`src/rtl/core/paws_pkg.sv`:
```
// Shared constants and the arctangent table for the particle attractor step.
package paws_pkg;

    localparam int ITERS    = 18;
    localparam int Z_W      = 24;
    localparam int V1_W     = 32;
    localparam int ROT_W    = 34;
    localparam int V2_W     = 36;
    localparam int POS_W    = 18;
    localparam int MOV_W    = 22;
    localparam int NSTAGES  = 3 * ITERS + 5;

    localparam logic [15:0] INV_GAIN = 16'd39797;

    localparam logic [7:0] CFG_GAIN      = 8'd0;
    localparam logic [7:0] CFG_MAX_SPEED = 8'd1;
    localparam logic [7:0] CFG_WIDTH     = 8'd2;
    localparam logic [7:0] CFG_HEIGHT    = 8'd3;

    // arctan(2^-i) in 2^-20 turn
    function automatic logic [17:0] atan_of(input int i);
        logic [17:0] r;
        case (i)
            0:       r = 18'd131072;
            1:       r = 18'd77376;
            2:       r = 18'd40884;
            3:       r = 18'd20753;
            4:       r = 18'd10417;
            5:       r = 18'd5213;
            6:       r = 18'd2607;
            7:       r = 18'd1304;
            8:       r = 18'd652;
            9:       r = 18'd326;
            10:      r = 18'd163;
            11:      r = 18'd81;
            12:      r = 18'd41;
            13:      r = 18'd20;
            14:      r = 18'd10;
            15:      r = 18'd5;
            16:      r = 18'd3;
            17:      r = 18'd1;
            default: r = 18'd0;
        endcase
        return r;
    endfunction

endpackage

```
`src/rtl/core/paws_cordic_cell.sv`:
```
// One registered CORDIC micro-rotation, vectoring or rotating.
module paws_cordic_cell #(
    parameter int W      = 32,
    parameter int ZW     = 24,
    parameter int SHIFT  = 0,
    parameter bit VECTOR = 1'b1
) (
    input  logic                 clk,
    input  logic                 en,
    input  logic signed [W-1:0]  x_in,
    input  logic signed [W-1:0]  y_in,
    input  logic signed [ZW-1:0] z_in,
    output logic signed [W-1:0]  x_out,
    output logic signed [W-1:0]  y_out,
    output logic signed [ZW-1:0] z_out
);

    logic signed [W-1:0]  sx;
    logic signed [W-1:0]  sy;
    logic signed [ZW-1:0] ang;
    logic                 up;
    logic signed [W-1:0]  x_reg, x_next;
    logic signed [W-1:0]  y_reg, y_next;
    logic signed [ZW-1:0] z_reg, z_next;

    assign sx  = x_in >>> SHIFT;
    assign sy  = y_in >>> SHIFT;
    assign ang = $signed(ZW'(paws_pkg::atan_of(SHIFT)));

    always_comb
    begin
        if (VECTOR)
        begin
            up     = !y_in[W-1];
            x_next = up ? (x_in + sy) : (x_in - sy);
            y_next = up ? (y_in - sx) : (y_in + sx);
            z_next = up ? (z_in + ang) : (z_in - ang);
        end
        else
        begin
            up     = !z_in[ZW-1];
            x_next = up ? (x_in - sy) : (x_in + sy);
            y_next = up ? (y_in + sx) : (y_in - sx);
            z_next = up ? (z_in - ang) : (z_in + ang);
        end
    end

    always_ff @(posedge clk)
    begin
        if (en)
        begin
            x_reg <= x_next;
            y_reg <= y_next;
            z_reg <= z_next;
        end
    end

    assign x_out = x_reg;
    assign y_out = y_reg;
    assign z_out = z_reg;

endmodule

```
`config.mk`:
```
export PLATFORM = sky130hd
export DESIGN_NAME = paws_cordic_cell
export DESIGN_NICKNAME = d
export VERILOG_FILES = /design/src/rtl/core/paws_pkg.sv /design/src/rtl/core/paws_cordic_cell.sv
export SDC_FILE = /design/constraint.sdc
export NUM_CORES = 1
export LEC_CHECK = 0
export ABC_AREA = 1
export BUFFER_PORTS_ARGS = -buffer_cell sky130_fd_sc_hd__buf_2
export CAP_MARGIN = 15
export CORE_ASPECT_RATIO = 0.7
export CORE_UTILIZATION = 45
export CTS_CLUSTER_DIAMETER = 150
export CTS_CLUSTER_SIZE = 25
export DETAILED_ROUTE_END_ITERATION = 10
export PLACE_DENSITY = 0.69
export SKIP_LAST_GASP = 1
export SLEW_MARGIN = 20
export SYNTH_ARGS = -nofsm -noshare
export SYNTH_HDL_FRONTEND = slang
export SYNTH_SLANG_ARGS = --single-unit
```
`constraint.sdc`:
```
create_clock -name clk -period 2 [get_ports clk]
set_clock_uncertainty 0.1 [all_clocks]
set_input_delay 0.1 -clock clk [delete_from_list [all_inputs] [get_ports clk]]
set_output_delay 0.1 -clock clk [all_outputs]
set_load 0.02 [all_outputs]
```
Word-level counts from Yosys, hierarchy flattened
Cells that the tools add are included.
{"block": "word_totals", "reg_bits": 88, "in_bits": 90, "output_inout_bits": 88, "elab_cells": 11}
{"block": "op_classes", "addsub": 5, "n_mux": 3}
{"op": "$mux 32", "n": 2}
{"op": "$sub 32x32->32", "n": 2}
{"op": "$add 32x32->32", "n": 1}
{"op": "$add 24x19->24 const B", "n": 1}
{"op": "$mux 24", "n": 1}
{"op": "$sub 24x19->24 const B", "n": 1}

Longest topological paths before layout
{"block": "logic_depth", "word_depth": 2, "depth_mapped": 17, "ltp_nobuf": 16}

Least setup slack after synthesis
No wires, ideal clock.
{"block": "synth_path", "path_kind": "input to register", "start": "input port y_in[31]", "end": "register z_reg[23] (netlist: z_out[23]), data pin", "setup_ps": 261, "t_arrival_ps": 1841, "required_time_ps": 1639, "slack_ps": -202, "stages": 10, "n_path_buf": 3, "cell_sequence": "clkbuf_1 > inv_1 > clkbuf_1 > buf_2 > fa_1 > o21ai_0 > a21oi_1 > nor2_1 > nor2_1 > xor2_1"}
{"block": "synth_via", "elab_chain_cells": 1}
{"element": "from (decl)", "line": "paws_cordic_cell.sv:11", "text": "input logic signed [W-1:0] y_in,"}
{"element": "$mux 24", "line": "paws_cordic_cell.sv:37", "text": "z_next = up ? (z_in + ang) : (z_in - ang);"}
{"element": "net z_next[23]", "line": "paws_cordic_cell.sv:24", "text": "logic signed [ZW-1:0] z_reg, z_next;"}
{"element": "to (signal assigned)", "line": "paws_cordic_cell.sv:54", "text": "z_reg <= z_next;"}
{"element": "to (decl)", "line": "paws_cordic_cell.sv:24"}
The timed path passes the listed nets, and every way through them passes these cells.
A chain may end at the register's enable or synchronous reset.

Worst setup path after layout
{"block": "layout_path", "start": "input port y_in[0]", "end": "register y_reg[28] (netlist: y_out[28]), data pin"}
{"block": "layout_via", "elab_chain_cells": 2, "elab_cells_between_ends": 3, "cone_classes": "add/sub: 2; mux: 1"}
{"element": "$sub 32x32->32 / $add 32x32->32 (equally long branches)"}
{"element": "$mux 32 *", "line": "paws_cordic_cell.sv:36", "text": "y_next = up ? (y_in - sx) : (y_in + sx);"}
{"element": "net y_next[28]", "line": "paws_cordic_cell.sv:23", "text": "logic signed [W-1:0] y_reg, y_next;"}
{"element": "to (signal assigned)", "line": "paws_cordic_cell.sv:53", "text": "y_reg <= y_next;"}
{"element": "to (decl)", "line": "paws_cordic_cell.sv:23"}
Mark *: on every way through the listed nets, which the timed path passes. The rest lies on a longest branch.

==> run_results.csv <==
group,metric,value,unit
power,powerDensity,601,nW/um^2
grt,grt_pass1_vias,10100,
routing,detailedRoute.firstIterationViolations,985,
logic_synthesis,postSynth.asyncResetShare,0,
sta,setup_violations,0,
final_layout,insertedDiodeCount,0,
die,floorplan.io_pins,178,
final_layout,final_cells,2254,
worst_setup_path,timing_worst_setup_path_type,"in2reg",
final_layout,p_r_area_growth_vs_syn,31.5,%
logic_synthesis,ys_types,33,
final_layout,final_nets,2161,
grt,antenna_found_initial,0,
routing,drc_errors,0,
grt,grt_overflow_total,0,
worst_setup_path,worst-endpoint-required,2020,ps
sta,fmax,526,MHz
final_layout,final_area,13300,sq um
logic_synthesis,total_nets_after_synthesis,1797,
placed_design,place.port_buffers,177,
logic_synthesis,total_of_flip_flops_plus_latches_after_synthesis,87,
logic_synthesis,postSynth.topFlopCell,"edfxtp_1",
logic_synthesis,synthMostInstantiatedCell,"nand2_1",
die,floorplan.rows,45,
placed_design,dp_cells,2221,
clocking,post-cts-setup-buffers,0,
sta,slew_headroom,0.732,
hold_path,min_path_cells,5,
logic_synthesis,compound_cell_area_share_of_the_yosys_netlist,0.0908,
logic_synthesis,synth_commonest_cells,"nand2_1, inv_1, nand3_1, nor2_1, ha_1",
routing,antenna_left,0,
logic_synthesis,synth_cells,1604,
clocking,clock_tree.buffer_depth,2,
die,fp.dieH,127,microns
placed_design,place_area,12600,sq um
power,vdd.ir_drop.worst,0.492,mV
clocking,clk_transition_reported_paths,80,ps
worst_setup_path,cpPeakStageDelay,410,ps
power,leakagePower,7.44,nW
sta,worst_slew_pin_slew,402,ps
sta,timing.final.crit_share,0.951,
logic_synthesis,yosys.area_share.xor_xnor,0.0269,
sta,fin_crit,1900,ps
routing,routed_wire_length_per_instance,15.6,microns
clocking,tritoncts_buffer_count,9,
hold_path,min_from,"x_in[31]",
sta,setup_slack,97.8,ps
worst_setup_path,ordered_cell_list_for_the_critical_path,"buf_2, inv_1, ha_1, fa_1, inv_2, nand3_1, nand3_2, nand2_1, nand3b_2, nand2_1, nand2_1, nand2_1, nand3_1, nand2_1",
logic_synthesis,synthAdderAreaFrac,0.131,
hold_path,whs_endpoint,"y_out[31]",
worst_setup_path,crit_arrival,1920,ps
routing,vias,11400,
logic_synthesis,muxShareOfSynthArea,0,
sta,timing_hold_violations_final,0,
placed_design,post-place-ws,-311,ps
grt,grt_first_pass_wirelength,53700,microns
die,core-area,21800,sq um
grt,all_layer_global_routing_usage,0.303,
routing,first_pass_iters,5,
logic_synthesis,synth_top_area_share,0.259,
logic_synthesis,netlist.top_cell.by_area,"edfxtp_1",
sta,hold-worst-slack,54.1,ps
worst_setup_path,cp-end-kind,"flip-flop",
logic_synthesis,synth_edf_count,87,
final_layout,nFillCells,2150,
job,maxCapViolations,0,
placed_design,gp_congestion,0.990,
clocking,cts-htree-levels,3,
logic_synthesis,netlist_top_cells_area,"edfxtp_1, nand2_1, ha_1, inv_1, nand3_1",
logic_synthesis,synth_seq_area_share,0.259,
worst_setup_path,cp_max_delay_cell,"fa_1",
grt,maximum_number_of_pins_on_one_net_before_global_route_repair,66,
die,starting_density_of_the_core,0.462,
logic_synthesis,main_combinational_cell_family_by_area_after_synthesis,"simple AND/OR/NAND/NOR gates",
clocking,clkSinkCount,87,
die,horiz_die_dim,181,microns
logic_synthesis,yosysWarningCount,0,
hold_path,hold_path.class,"in2reg",
power,finalPower,7.98,mW
die,die_area,23000,sq um
sta,rsz_0062_raised_after_global_routing,"yes",
sta,timing_max_transition_violations_final,0,
placed_design,dpl.hpwl,29600,microns
worst_setup_path,setup.worst_path.start_class,"primary input",
logic_synthesis,mean_instance_size_in_the_synthesized_netlist,6.29,sq um
routing,postRouteWirelength,35100,microns
final_layout,post_route_cells_drive_above_1_share,0.229,
worst_setup_path,timing.critical_path.fanout_max,3,
routing,vias_per_cell,5.05,
logic_synthesis,synthesis.area,10100,sq um
status,outcome,"complete, no violations",
clocking,clock_tree_from_tritoncts,"yes",
logic_synthesis,simple_logic_cell_fraction_of_the_synthesized_area,0.357,
worst_setup_path,timing.critical_path.mode_cell,"nand2_1",
clocking,cts_root_buf,"clkbuf_16",
==> cells in the final DEF, fill, tap and decap left out, types with 18 or more instances in the layout <==
cell           netlist  final
nand4_1             18     18
a21oi_1             83     81
nand3_1            146    142
edfxtp_1            87     87
ha_1                99     84
o21bai_1            20     19
inv_1              299    297
nor2_1             118    111
xor2_1              29     29
o21ai_0             45     44
buf_4                8    199
dlygate4sd3_1        0     18
nand2_1            559    555
buf_2               24    176
==> worst max-delay path by stage <==
stage | from | to | slack (ps) | cells after the start
5_1_grt | x_in[5] | x_out[25] | -20 | 15
4_1_cts | y_in[0] | y_out[24] | 60 | 14
3_5_place_dp | y_in[0] | y_out[28] | -310 | 14
3_3_place_gp | x_in[21] | y_out[24] | -320 | 11
6_report | y_in[0] | y_out[28] | 100 | 14
2_1_floorplan | y_in[31] | z_out[23] | 30 | 10
==> kinds of logic after synthesis <==
family	count (synthesis)
AO/OA/AOI/OAI	166
flip-flops	87
AND/OR/NAND/NOR	871
XOR/XNOR	31
adder cells (fa/ha/maj)	103
buffers and inverters	346
==> critical path, delay by kind of cell <==
| kind | cells | cell delay [ps] |
|---|---|---|
| buffers and inverters | 3 | 280 |
| AND/OR/NAND/NOR | 9 | 910 |
| adder cells (fa/ha/maj) | 2 | 630 |
==> state kept, by name (all words and copies together) (netlist names) <==
| signal | flops |
|---|---|
| x_out | 31 |
| z_out | 24 |
| y_out | 32 |
==> timing repair <==
action / CTS / global route
hold buffers: 18 / 0
gates resized for setup: 0 / 36
hold endpoints to repair: 18 / 0
endpoints found under the setup margin: 0 / 36
==> report_power, final <==
group          leakage (nW)  internal (mW)  total (mW)  switching [mW]
Combinational          6.42           1.35        3.59            2.24
Sequential            0.850           2.32        2.39          0.0702
Clock                 0.164           1.23        2.00           0.774
==> routing by layer <==
layer	wire, microns	track usage	vias up	share of wire
met5	0	0	-	0
li1	-	-	5729	-
met4	444	0.0573	0	0.013
met1	17500	0.468	5124	0.50
met3	3630	0.0584	31	0.10
met2	13500	0.432	492	0.38
==> cell type report <==
class                           count  area (sq um)  share of cell area
Timing Repair Buffer              395          2590               0.196
Inverter                          304          1140              0.0860
Clock buffer                        9           225              0.0170
Clock inverter                      6           118             0.00887
Tap cell                          282           353              0.0266
Sequential cell                    87          2610               0.197
Multi-Input combinational cell   1171          6220               0.469
==> per-stage QoR <==
step           utilization  setup TNS, ps
3_5_place_dp         0.578         -10360
4_1_cts              0.602              0
5_1_grt              0.607          -22.2
3_3_place_gp         0.578         -10430
6_report             0.607              0
2_1_floorplan            -              0
(Power assumes the default switching activity.)
